===== config.mk =====
export PLATFORM = sky130hd
export DESIGN_NAME = sha256_stream_hasher_flat
export DESIGN_NICKNAME = d
export VERILOG_FILES = /design/src/sv/sha_pkg.sv /design/src/sv/sha_if.sv /design/src/sv/sha_ram.sv /design/src/sv/sha_core.sv /design/src/sv/sha256_stream_hasher.sv /design/src/flat_wrapper.sv
export SDC_FILE = /design/constraint.sdc
export NUM_CORES = 2
export LEC_CHECK = 0
export BUFFER_PORTS_ARGS = -buffer_cell sky130_fd_sc_hd__buf_2
export CAP_MARGIN = 20
export CORE_MARGIN = 2
export CORE_UTILIZATION = 30
export DETAILED_ROUTE_END_ITERATION = 10
export SLEW_MARGIN = 15
export SYNTH_ARGS = -nofsm -noshare
export SYNTH_HDL_FRONTEND = slang
export SYNTH_HIERARCHICAL = 1
export SYNTH_SLANG_ARGS = --single-unit

===== constraint.sdc =====
create_clock -name clock -period 44.5 [get_ports clock]
set_input_delay 4.45 -clock clock [delete_from_list [all_inputs] [get_ports clock]]
set_output_delay 4.45 -clock clock [all_outputs]
set_load 0.05 [all_outputs]

===== src/sv/sha_pkg.sv =====
`default_nettype none
package sha_pkg;

   typedef enum logic [2:0] {
      ST_IDLE,
      ST_PAD,
      ST_COMP,
      ST_ADD,
      ST_OUT
   } state_type;

   typedef struct packed {
      logic       init;
      logic       load;
      logic       round;
      logic       add;
      logic [5:0] rnd;
      logic [2:0] out_idx;
   } core_ctl_type;

   localparam logic [7:0] PAD_BYTE = 8'h80;
   localparam int unsigned BLOCK_WORDS = 16;
   localparam int unsigned ROUNDS = 64;
   localparam logic [5:0] LEN_START = 6'd56;

   localparam logic [31:0] IV [8] = '{
      32'h6a09e667, 32'hbb67ae85, 32'h3c6ef372, 32'ha54ff53a,
      32'h510e527f, 32'h9b05688c, 32'h1f83d9ab, 32'h5be0cd19
   };

   localparam logic [31:0] K_TAB [64] = '{
      32'h428a2f98, 32'h71374491, 32'hb5c0fbcf, 32'he9b5dba5,
      32'h3956c25b, 32'h59f111f1, 32'h923f82a4, 32'hab1c5ed5,
      32'hd807aa98, 32'h12835b01, 32'h243185be, 32'h550c7dc3,
      32'h72be5d74, 32'h80deb1fe, 32'h9bdc06a7, 32'hc19bf174,
      32'he49b69c1, 32'hefbe4786, 32'h0fc19dc6, 32'h240ca1cc,
      32'h2de92c6f, 32'h4a7484aa, 32'h5cb0a9dc, 32'h76f988da,
      32'h983e5152, 32'ha831c66d, 32'hb00327c8, 32'hbf597fc7,
      32'hc6e00bf3, 32'hd5a79147, 32'h06ca6351, 32'h14292967,
      32'h27b70a85, 32'h2e1b2138, 32'h4d2c6dfc, 32'h53380d13,
      32'h650a7354, 32'h766a0abb, 32'h81c2c92e, 32'h92722c85,
      32'ha2bfe8a1, 32'ha81a664b, 32'hc24b8b70, 32'hc76c51a3,
      32'hd192e819, 32'hd6990624, 32'hf40e3585, 32'h106aa070,
      32'h19a4c116, 32'h1e376c08, 32'h2748774c, 32'h34b0bcb5,
      32'h391c0cb3, 32'h4ed8aa4a, 32'h5b9cca4f, 32'h682e6ff3,
      32'h748f82ee, 32'h78a5636f, 32'h84c87814, 32'h8cc70208,
      32'h90befffa, 32'ha4506ceb, 32'hbef9a3f7, 32'hc67178f2
   };

   function automatic logic [31:0] rotr(input logic [31:0] x, input int unsigned n);
      return (x >> n) | (x << (32 - n));
   endfunction

endpackage
`default_nettype wire


===== src/sv/sha_if.sv =====
`default_nettype none
interface sha_req_if;
   logic       valid;
   logic       ready;
   logic [7:0] data_byte;
   logic       byte_present;
   logic       message_end;
   modport source (output valid, data_byte, byte_present, message_end, input ready);
   modport sink (input valid, data_byte, byte_present, message_end, output ready);
endinterface

interface sha_rsp_if;
   logic        valid;
   logic        ready;
   logic [31:0] digest_word;
   logic [2:0]  word_index;
   logic        digest_last;
   modport source (output valid, digest_word, word_index, digest_last, input ready);
   modport sink (input valid, digest_word, word_index, digest_last, output ready);
endinterface
`default_nettype wire


===== src/sv/sha_ram.sv =====
`default_nettype none
module sha_ram #(
   parameter int unsigned WIDTH = 32,
   parameter int unsigned DEPTH = 16
) (
   input  wire logic                     clock,
   input  wire logic                     we,
   input  wire logic [$clog2(DEPTH)-1:0] waddr,
   input  wire logic [WIDTH-1:0]         wdata,
   input  wire logic [$clog2(DEPTH)-1:0] raddr,
   output logic      [WIDTH-1:0]         rdata
);

   logic [WIDTH-1:0] mem [DEPTH];

   always_ff @(posedge clock) begin
      if (we) begin
         mem[waddr] <= wdata;
      end
      rdata <= mem[raddr];
   end

endmodule
`default_nettype wire


===== src/sv/sha_core.sv =====
`default_nettype none
module sha_core
   import sha_pkg::*;
(
   input  wire logic         clock,
   input  wire logic         reset,
   input  wire core_ctl_type ctl,
   input  wire logic [31:0]  ram_rdata,
   output logic      [31:0]  digest_word
);

   logic [31:0] hash_ff [8];
   logic [31:0] var_ff [8];
   logic [31:0] sched_ff [16];
   logic [31:0] w_cur, s0, s1, t1, t2, e, a;

   // The schedule window holds the last sixteen words, the newest at the top.
   always_comb begin
      s0 = rotr(sched_ff[1], 7) ^ rotr(sched_ff[1], 18) ^ (sched_ff[1] >> 3);
      s1 = rotr(sched_ff[14], 17) ^ rotr(sched_ff[14], 19) ^ (sched_ff[14] >> 10);
      w_cur = (ctl.rnd < 6'(BLOCK_WORDS)) ? ram_rdata : s1 + sched_ff[9] + s0 + sched_ff[0];
      e = var_ff[4];
      a = var_ff[0];
      t1 = var_ff[7] + (rotr(e, 6) ^ rotr(e, 11) ^ rotr(e, 25)) +
           ((e & var_ff[5]) ^ (~e & var_ff[6])) + K_TAB[ctl.rnd] + w_cur;
      t2 = (rotr(a, 2) ^ rotr(a, 13) ^ rotr(a, 22)) +
           ((a & var_ff[1]) ^ (a & var_ff[2]) ^ (var_ff[1] & var_ff[2]));
   end

   always_ff @(posedge clock) begin
      if (reset || ctl.init) begin
         for (int i = 0; i < 8; i++) hash_ff[i] <= IV[i];
      end else if (ctl.add) begin
         for (int i = 0; i < 8; i++) hash_ff[i] <= hash_ff[i] + var_ff[i];
      end
   end

   always_ff @(posedge clock) begin
      if (ctl.load) begin
         for (int i = 0; i < 8; i++) var_ff[i] <= hash_ff[i];
      end else if (ctl.round) begin
         var_ff[7] <= var_ff[6];
         var_ff[6] <= var_ff[5];
         var_ff[5] <= var_ff[4];
         var_ff[4] <= var_ff[3] + t1;
         var_ff[3] <= var_ff[2];
         var_ff[2] <= var_ff[1];
         var_ff[1] <= var_ff[0];
         var_ff[0] <= t1 + t2;
         for (int i = 0; i < 15; i++) sched_ff[i] <= sched_ff[i+1];
         sched_ff[15] <= w_cur;
      end
   end

   assign digest_word = hash_ff[ctl.out_idx];

endmodule
`default_nettype wire


===== src/sv/sha256_stream_hasher.sv =====
`default_nettype none
// Channel | Dir | Word carries
// req     | in  | data_byte, byte_present, message_end
// rsp     | out | digest_word, word_index, digest_last
//
// A byte is accepted while the hasher is idle; ready is low while it is busy. The byte that
// fills a 64-byte block makes the hasher busy: it loads the working variables, runs
// one compression round per cycle fed from the block store RAM, and adds into the hash.
// The end of a message writes the padding words, runs one or two compressions,
// then eight digest words, each held until taken. Synchronous reset puts the
// standard initial hash in place at once.
module sha256_stream_hasher
   import sha_pkg::*;
(
   input wire logic clock,
   input wire logic reset,
   sha_req_if.sink   req_chan,
   sha_rsp_if.source rsp_chan
);

   state_type    state_ff, state_in;
   logic [5:0]   fill_ff, fill_in;
   logic [23:0]  pack_ff, pack_in;
   logic [63:0]  bitlen_ff, bitlen_in;
   logic         end_ff, end_in;
   logic         final_ff, final_in;
   logic         pad2_ff, pad2_in;
   logic         first_ff, first_in;
   logic         lenblk_ff, lenblk_in;
   logic [3:0]   pw_ff, pw_in;
   logic [6:0]   cnt_ff, cnt_in;
   logic [2:0]   idx_ff, idx_in;
   logic         we, lenblk_now;
   logic [3:0]   waddr;
   logic [31:0]  wdata, rdata;
   core_ctl_type ctl;
   logic         acc;

   assign acc = req_chan.valid && req_chan.ready;

   always_ff @(posedge clock) begin
      if (reset) begin
         state_ff <= ST_IDLE;
         fill_ff <= '0;
         bitlen_ff <= '0;
         end_ff <= 1'b0;
         final_ff <= 1'b0;
         pad2_ff <= 1'b0;
         first_ff <= 1'b0;
         lenblk_ff <= 1'b0;
         pw_ff <= '0;
         cnt_ff <= '0;
         idx_ff <= '0;
      end else begin
         state_ff <= state_in;
         fill_ff <= fill_in;
         bitlen_ff <= bitlen_in;
         end_ff <= end_in;
         final_ff <= final_in;
         pad2_ff <= pad2_in;
         first_ff <= first_in;
         lenblk_ff <= lenblk_in;
         pw_ff <= pw_in;
         cnt_ff <= cnt_in;
         idx_ff <= idx_in;
      end
      pack_ff <= pack_in;
   end

   always_comb begin
      state_in = state_ff;
      fill_in = fill_ff;
      pack_in = pack_ff;
      bitlen_in = bitlen_ff;
      end_in = end_ff;
      final_in = final_ff;
      pad2_in = pad2_ff;
      first_in = first_ff;
      lenblk_in = lenblk_ff;
      pw_in = pw_ff;
      cnt_in = cnt_ff;
      idx_in = idx_ff;
      we = 1'b0;
      waddr = fill_ff[5:2];
      wdata = {pack_ff, req_chan.data_byte};
      lenblk_now = first_ff ? (fill_ff < LEN_START) : lenblk_ff;
      req_chan.ready = 1'b0;
      rsp_chan.valid = 1'b0;
      ctl = '{init: 1'b0, load: 1'b0, round: 1'b0, add: 1'b0,
              rnd: cnt_ff[5:0] - 6'd1, out_idx: idx_ff};
      unique case (state_ff)
         ST_IDLE: begin
            req_chan.ready = 1'b1;
            if (acc) begin
               if (req_chan.byte_present) begin
                  we = (fill_ff[1:0] == 2'd3);
                  pack_in = {pack_ff[15:0], req_chan.data_byte};
                  fill_in = fill_ff + 6'd1;
                  bitlen_in = bitlen_ff + 64'd8;
               end
               if (req_chan.byte_present && fill_ff == 6'd63) begin
                  state_in = ST_COMP;
                  cnt_in = '0;
                  end_in = req_chan.message_end;
               end else if (req_chan.message_end) begin
                  state_in = ST_PAD;
                  first_in = 1'b1;
               end
            end
         end
         ST_PAD: begin
            we = 1'b1;
            waddr = first_ff ? fill_ff[5:2] : pw_ff;
            if (first_ff) begin
               unique case (fill_ff[1:0])
                  2'd0: wdata = {PAD_BYTE, 24'd0};
                  2'd1: wdata = {pack_ff[7:0], PAD_BYTE, 16'd0};
                  2'd2: wdata = {pack_ff[15:0], PAD_BYTE, 8'd0};
                  default: wdata = {pack_ff, PAD_BYTE};
               endcase
            end else if (lenblk_ff && pw_ff == 4'd14) begin
               wdata = bitlen_ff[63:32];
            end else if (lenblk_ff && pw_ff == 4'd15) begin
               wdata = bitlen_ff[31:0];
            end else begin
               wdata = '0;
            end
            first_in = 1'b0;
            lenblk_in = lenblk_now;
            pw_in = waddr + 4'd1;
            if (waddr == 4'(BLOCK_WORDS - 1)) begin
               state_in = ST_COMP;
               cnt_in = '0;
               final_in = lenblk_now;
               pad2_in = !lenblk_now;
            end
         end
         ST_COMP: begin
            ctl.load = (cnt_ff == 7'd0);
            ctl.round = (cnt_ff != 7'd0);
            cnt_in = cnt_ff + 7'd1;
            if (cnt_ff == 7'(ROUNDS)) begin
               state_in = ST_ADD;
            end
         end
         ST_ADD: begin
            ctl.add = 1'b1;
            priority if (final_ff) begin
               state_in = ST_OUT;
               idx_in = '0;
            end else if (end_ff) begin
               state_in = ST_PAD;
               end_in = 1'b0;
               first_in = 1'b1;
            end else if (pad2_ff) begin
               state_in = ST_PAD;
               pad2_in = 1'b0;
               first_in = 1'b0;
               lenblk_in = 1'b1;
               pw_in = '0;
            end else begin
               state_in = ST_IDLE;
            end
         end
         ST_OUT: begin
            rsp_chan.valid = 1'b1;
            if (rsp_chan.ready) begin
               idx_in = idx_ff + 3'd1;
               if (idx_ff == 3'd7) begin
                  ctl.init = 1'b1;
                  state_in = ST_IDLE;
                  fill_in = '0;
                  bitlen_in = '0;
                  final_in = 1'b0;
               end
            end
         end
         default: state_in = ST_IDLE;
      endcase
   end

   sha_ram #(.WIDTH(32), .DEPTH(BLOCK_WORDS)) u_block (
      .clock (clock),
      .we    (we),
      .waddr (waddr),
      .wdata (wdata),
      .raddr (cnt_ff[3:0]),
      .rdata (rdata)
   );

   sha_core u_core (
      .clock       (clock),
      .reset       (reset),
      .ctl         (ctl),
      .ram_rdata   (rdata),
      .digest_word (rsp_chan.digest_word)
   );

   assign rsp_chan.word_index = idx_ff;
   assign rsp_chan.digest_last = (idx_ff == 3'd7);

   a_no_overlap: assert property (@(posedge clock) disable iff (reset)
      !(req_chan.ready && rsp_chan.valid))
      else $error("input taken while digest words are pending");

   // The counter steps once past the last round as the add cycle begins.
   a_round_bound: assert property (@(posedge clock) disable iff (reset)
      cnt_ff <= 7'(ROUNDS + 1))
      else $error("round counter overran");

   a_digest_done: assert property (@(posedge clock) disable iff (reset)
      rsp_chan.valid && rsp_chan.ready && rsp_chan.digest_last |=>
      !rsp_chan.valid && fill_ff == 6'd0 && bitlen_ff == 64'd0)
      else $error("message state not cleared after digest");

endmodule
`default_nettype wire

===== src/flat_wrapper.sv =====
// flat-port wrapper written by rule: the top's interface ports become plain ports
module sha256_stream_hasher_flat import sha_pkg::*;
  (clock, reset, req_chan_valid, req_chan_data_byte, req_chan_byte_present, req_chan_message_end, req_chan_ready, rsp_chan_valid, rsp_chan_digest_word, rsp_chan_word_index, rsp_chan_digest_last, rsp_chan_ready);
  sha_req_if req_chan_i ();
  sha_rsp_if rsp_chan_i ();
  input wire logic clock;
  input wire logic reset;
  input wire logic [$bits(req_chan_i.valid)-1:0] req_chan_valid;
  input wire logic [$bits(req_chan_i.data_byte)-1:0] req_chan_data_byte;
  input wire logic [$bits(req_chan_i.byte_present)-1:0] req_chan_byte_present;
  input wire logic [$bits(req_chan_i.message_end)-1:0] req_chan_message_end;
  output wire logic [$bits(req_chan_i.ready)-1:0] req_chan_ready;
  output wire logic [$bits(rsp_chan_i.valid)-1:0] rsp_chan_valid;
  output wire logic [$bits(rsp_chan_i.digest_word)-1:0] rsp_chan_digest_word;
  output wire logic [$bits(rsp_chan_i.word_index)-1:0] rsp_chan_word_index;
  output wire logic [$bits(rsp_chan_i.digest_last)-1:0] rsp_chan_digest_last;
  input wire logic [$bits(rsp_chan_i.ready)-1:0] rsp_chan_ready;
  assign req_chan_i.valid = req_chan_valid;
  assign req_chan_i.data_byte = req_chan_data_byte;
  assign req_chan_i.byte_present = req_chan_byte_present;
  assign req_chan_i.message_end = req_chan_message_end;
  assign req_chan_ready = req_chan_i.ready;
  assign rsp_chan_valid = rsp_chan_i.valid;
  assign rsp_chan_digest_word = rsp_chan_i.digest_word;
  assign rsp_chan_word_index = rsp_chan_i.word_index;
  assign rsp_chan_digest_last = rsp_chan_i.digest_last;
  assign rsp_chan_i.ready = rsp_chan_ready;
  sha256_stream_hasher u_core (.clock(clock), .reset(reset), .req_chan(req_chan_i), .rsp_chan(rsp_chan_i));
endmodule

==> flow_summary_export.csv <==
group,metric,value,unit
final_layout,final_nets,8191,
placement,port_buffers,51,
power_and_ir_drop,ir_drop,0.0000348,V
sta,fin_tns_setup,0,ns
placement,placed_cells,11358,
sta,slew_viol_final,0,
yosys,async_flop_share,0,
sta,rsz0062_at_grt,"false",
critical_path,cp.arrival,12.13,ns
floorplan,die_area,309000,um2
sta,tightest_slew,1.20,ns
critical_path,cp-start-kind,"register",
clock_tree,cts_tree,"built",
yosys,yosysSeqAreaShare,0.539,
final_layout,fillers,29734,
final_layout,layout_common_cells,"1560 x edfxtp_1, 1058 x nand2_1, 431 x inv_1",
critical_path,cpMaxStageDelayCell,"a211oi_1",
clock_tree,hold_buffers,0,
power_and_ir_drop,powerDensity,34.2,nW/um2
power_and_ir_drop,intPower,0.00270,W
power_and_ir_drop,power.switching,0.000804,W
clock_tree,cts_buffers,182,
clock_tree,htreeDepth,4,
floorplan,fp.dieW,556,um
detailed_routing,vias,61256,
detailed_routing,ant_nets,0,
floorplan,rows,202,
detailed_routing,viasPerCell,5.23,
final_layout,final_cells,11702,
yosys,ys.flop_type,"edfxtp_1",
grt,gr-usage-all-layers,0.171,
critical_path,ff2ff_path_depth,45,
grt,grt_antenna_before_repair,8,
detailed_routing,first_pass_iters,6,
final_layout,final_common_cell,"edfxtp_1",
detailed_routing,wl,270000,um
grt,grt_pass1_wl,398000,um
clock_tree,postCtsResizedCells,0,
grt,grt_pass1_vias,59613,
sta,setup_viol,0,
sta,clock.fmax,87.1,MHz
placement,hpwl,191000,um
critical_path,critical-path-max-stage-delay,0.58,ns
final_layout,drive_gt1_frac,0.103,
sta,timing.hold.ws,0.393,ns
yosys,syn-num-nets,8166,
grt,grt_remaining_overflow,0,
critical_path,cp.required,45.16,ns
yosys,ys_types,111,
yosys,synth_edf_count,1560,
power_and_ir_drop,seq_power_share,0.509,
floorplan,start_util,0.302,
yosys,synth.ff_latch_count,1681,
yosys,yosys_warnings,6,
critical_path,critPathMaxFanout,6,
run_status,status,"finished clean",
placement,gp_congestion,0.949,
yosys,syn_area_per_cell,12.1,um2
detailed_routing,wl_per_cell,23.0,um
clock_tree,cts_sinks,1681,
clock_tree,cts_root_buf,"clkbuf_16",
critical_path,critPathKind,"reg -> reg",
sta,fin_worst_skew,0.0662,ns
sta,final_hold_viol_count,0,
clock_tree,cts_setup_buffers,0,
worst_hold_path,whs_path_depth,0,
power_and_ir_drop,leakage,36.5,nW
final_layout,syn2layout_area_growth,12.3,%
critical_path,crit_path_end_kind,"register",
yosys,synth_area,91300,um2
clock_tree,clk_path_buf_depth,3,
yosys,synth_cells,7541,
grt,grt_max_degree,198,
floorplan,core,303000,um2
floorplan,ios,52,
detailed_routing,first_iter_violations,6657,
worst_hold_path,hp-class,"reg -> reg",
detailed_routing,drc_errors,0,
clock_tree,insertion_delay,0.88,ns
floorplan,die_y,556,um
clock_tree,clkTransAtPathRegs,0.06,ns
run,cap_violations,0,
power_and_ir_drop,switching_share,0.229,
sta,period_share,0.258,
sta,max_slew_margin,0.192,
power_and_ir_drop,power_frac_comb,0.051,
critical_path,reg2reg_slack,33.02,ns
sta,layout_min_cycle_time,11.48,ns
power_and_ir_drop,clockPowerShare,0.441,
==> synth_stat cells (77+ instances only) <==
cell | count | area, um2
nand2b_1 | 77 | 482
inv_1 | 431 | 1620
a21oi_1 | 392 | 1960
ha_1 | 414 | 5180
edfxtp_1 | 1560 | 46800
nor3_1 | 92 | 460
xor2_1 | 199 | 1740
clkbuf_1 | 253 | 950
xnor2_1 | 357 | 3130
o21ai_0 | 405 | 2030
a21o_1 | 181 | 1360
nand2_1 | 1060 | 3980
fa_1 | 197 | 3940
a22oi_1 | 81 | 608
dfxtp_1 | 121 | 2420
nor2_1 | 356 | 1340
mux4_2 | 201 | 4530
nand3_1 | 104 | 521
==> final timing paths <==
path,startpoint,endpoint
setup reg to reg,u_core/u_core/sched_ff[1][4]$_DFFE_PP_,u_core/u_core/var_ff[0][31]$_DFFE_PP_
hold reg to reg,u_core/u_core/sched_ff[6][30]$_DFFE_PP_,u_core/u_core/sched_ff[5][30]$_DFFE_PP_
hold / removal,u_core/u_core/sched_ff[6][30]$_DFFE_PP_,u_core/u_core/sched_ff[5][30]$_DFFE_PP_
setup / recovery,u_core/u_core/sched_ff[1][4]$_DFFE_PP_,u_core/u_core/var_ff[0][31]$_DFFE_PP_
==> cell type report <==
cell class | count | area (um2) | area share
clock inverter | 110 | 1270 | 0.0124
antenna | 3 | 7.51 | 0.0000732
clock buffer | 229 | 4820 | 0.0470
multi-input combinational | 5104 | 39400 | 0.384
sequential | 1681 | 49300 | 0.481
timing repair buffer | 163 | 1150 | 0.0112
tap | 3978 | 4980 | 0.0485
inverter | 434 | 1640 | 0.0160
==> critical path, delay by kind of cell (launching register included) <==
kind                     cells  cell delay (ns)
AO/OA/AOI/OAI               20             4.24
XOR/XNOR                     5             1.30
adder cells (fa/ha/maj)     10             4.24
buffers and inverters        7             0.50
flip-flops                   1             0.47
AND/OR/NAND/NOR              3             0.51
==> cells by family after synthesis <==
| group | Yosys count | share of synthesized area |
|---|---|---|
| simple gates | 2035 | 0.0999 |
| flops | 1681 | 0.539 |
| compound gates | 1564 | 0.110 |
| buf+inv | 756 | 0.0319 |
| fa+ha+maj | 616 | 0.100 |
| xor+xnor | 557 | 0.0536 |
| mux | 332 | 0.0648 |
==> power by group through the flow <==
stage,Clock [W],Combinational (W),Sequential (W)
floorplan,0,0.000112,0.00181
finish,0.00155,0.000177,0.00178
global placement,0,0.000167,0.00182
global route,0.00164,0.000193,0.00179
detailed placement,0,0.000175,0.00182
CTS,0.00158,0.000176,0.00178
==> state kept, by name, indices dropped and copies added (netlist names), 3 cells and up <==
signal                      flops
u_core/u_core/sched_ff        512
u_core/u_block/rdata           32
u_core/pack_ff                 24
u_core/pw_ff                    4
u_core/rsp_chan.word_index      3
u_core/fill_ff                  6
u_core/cnt_ff                   7
u_core/u_core/var_ff          256
u_core/bitlen_ff               61
u_core/u_block/mem            512
u_core/state_ff                 3
u_core/u_core/hash_ff         256
==> stage by stage <==
step	cell area (um2)	utilization	power [W]	worst slack [ns]
after global placement	96400	0.318	0.00198	33.15
final	103000	0.339	0.00351	33.02
after global routing	103000	0.339	0.00362	32.17
after detailed placement	96400	0.318	0.00199	33.15
after floorplan	91300	-	0.00192	27.84
after CTS	103000	0.339	0.00354	33.03
==> metal layers <==
layer	up-vias	GRT usage	share of wire
li1	27696	-	-
met1	30957	0.248	0.46
met2	2251	0.265	0.45
met3	350	0.0260	0.069
met4	2	0.0423	0.023
met5	-	0	0.000070
No activity file was read; power rests on OpenSTA's default activity.
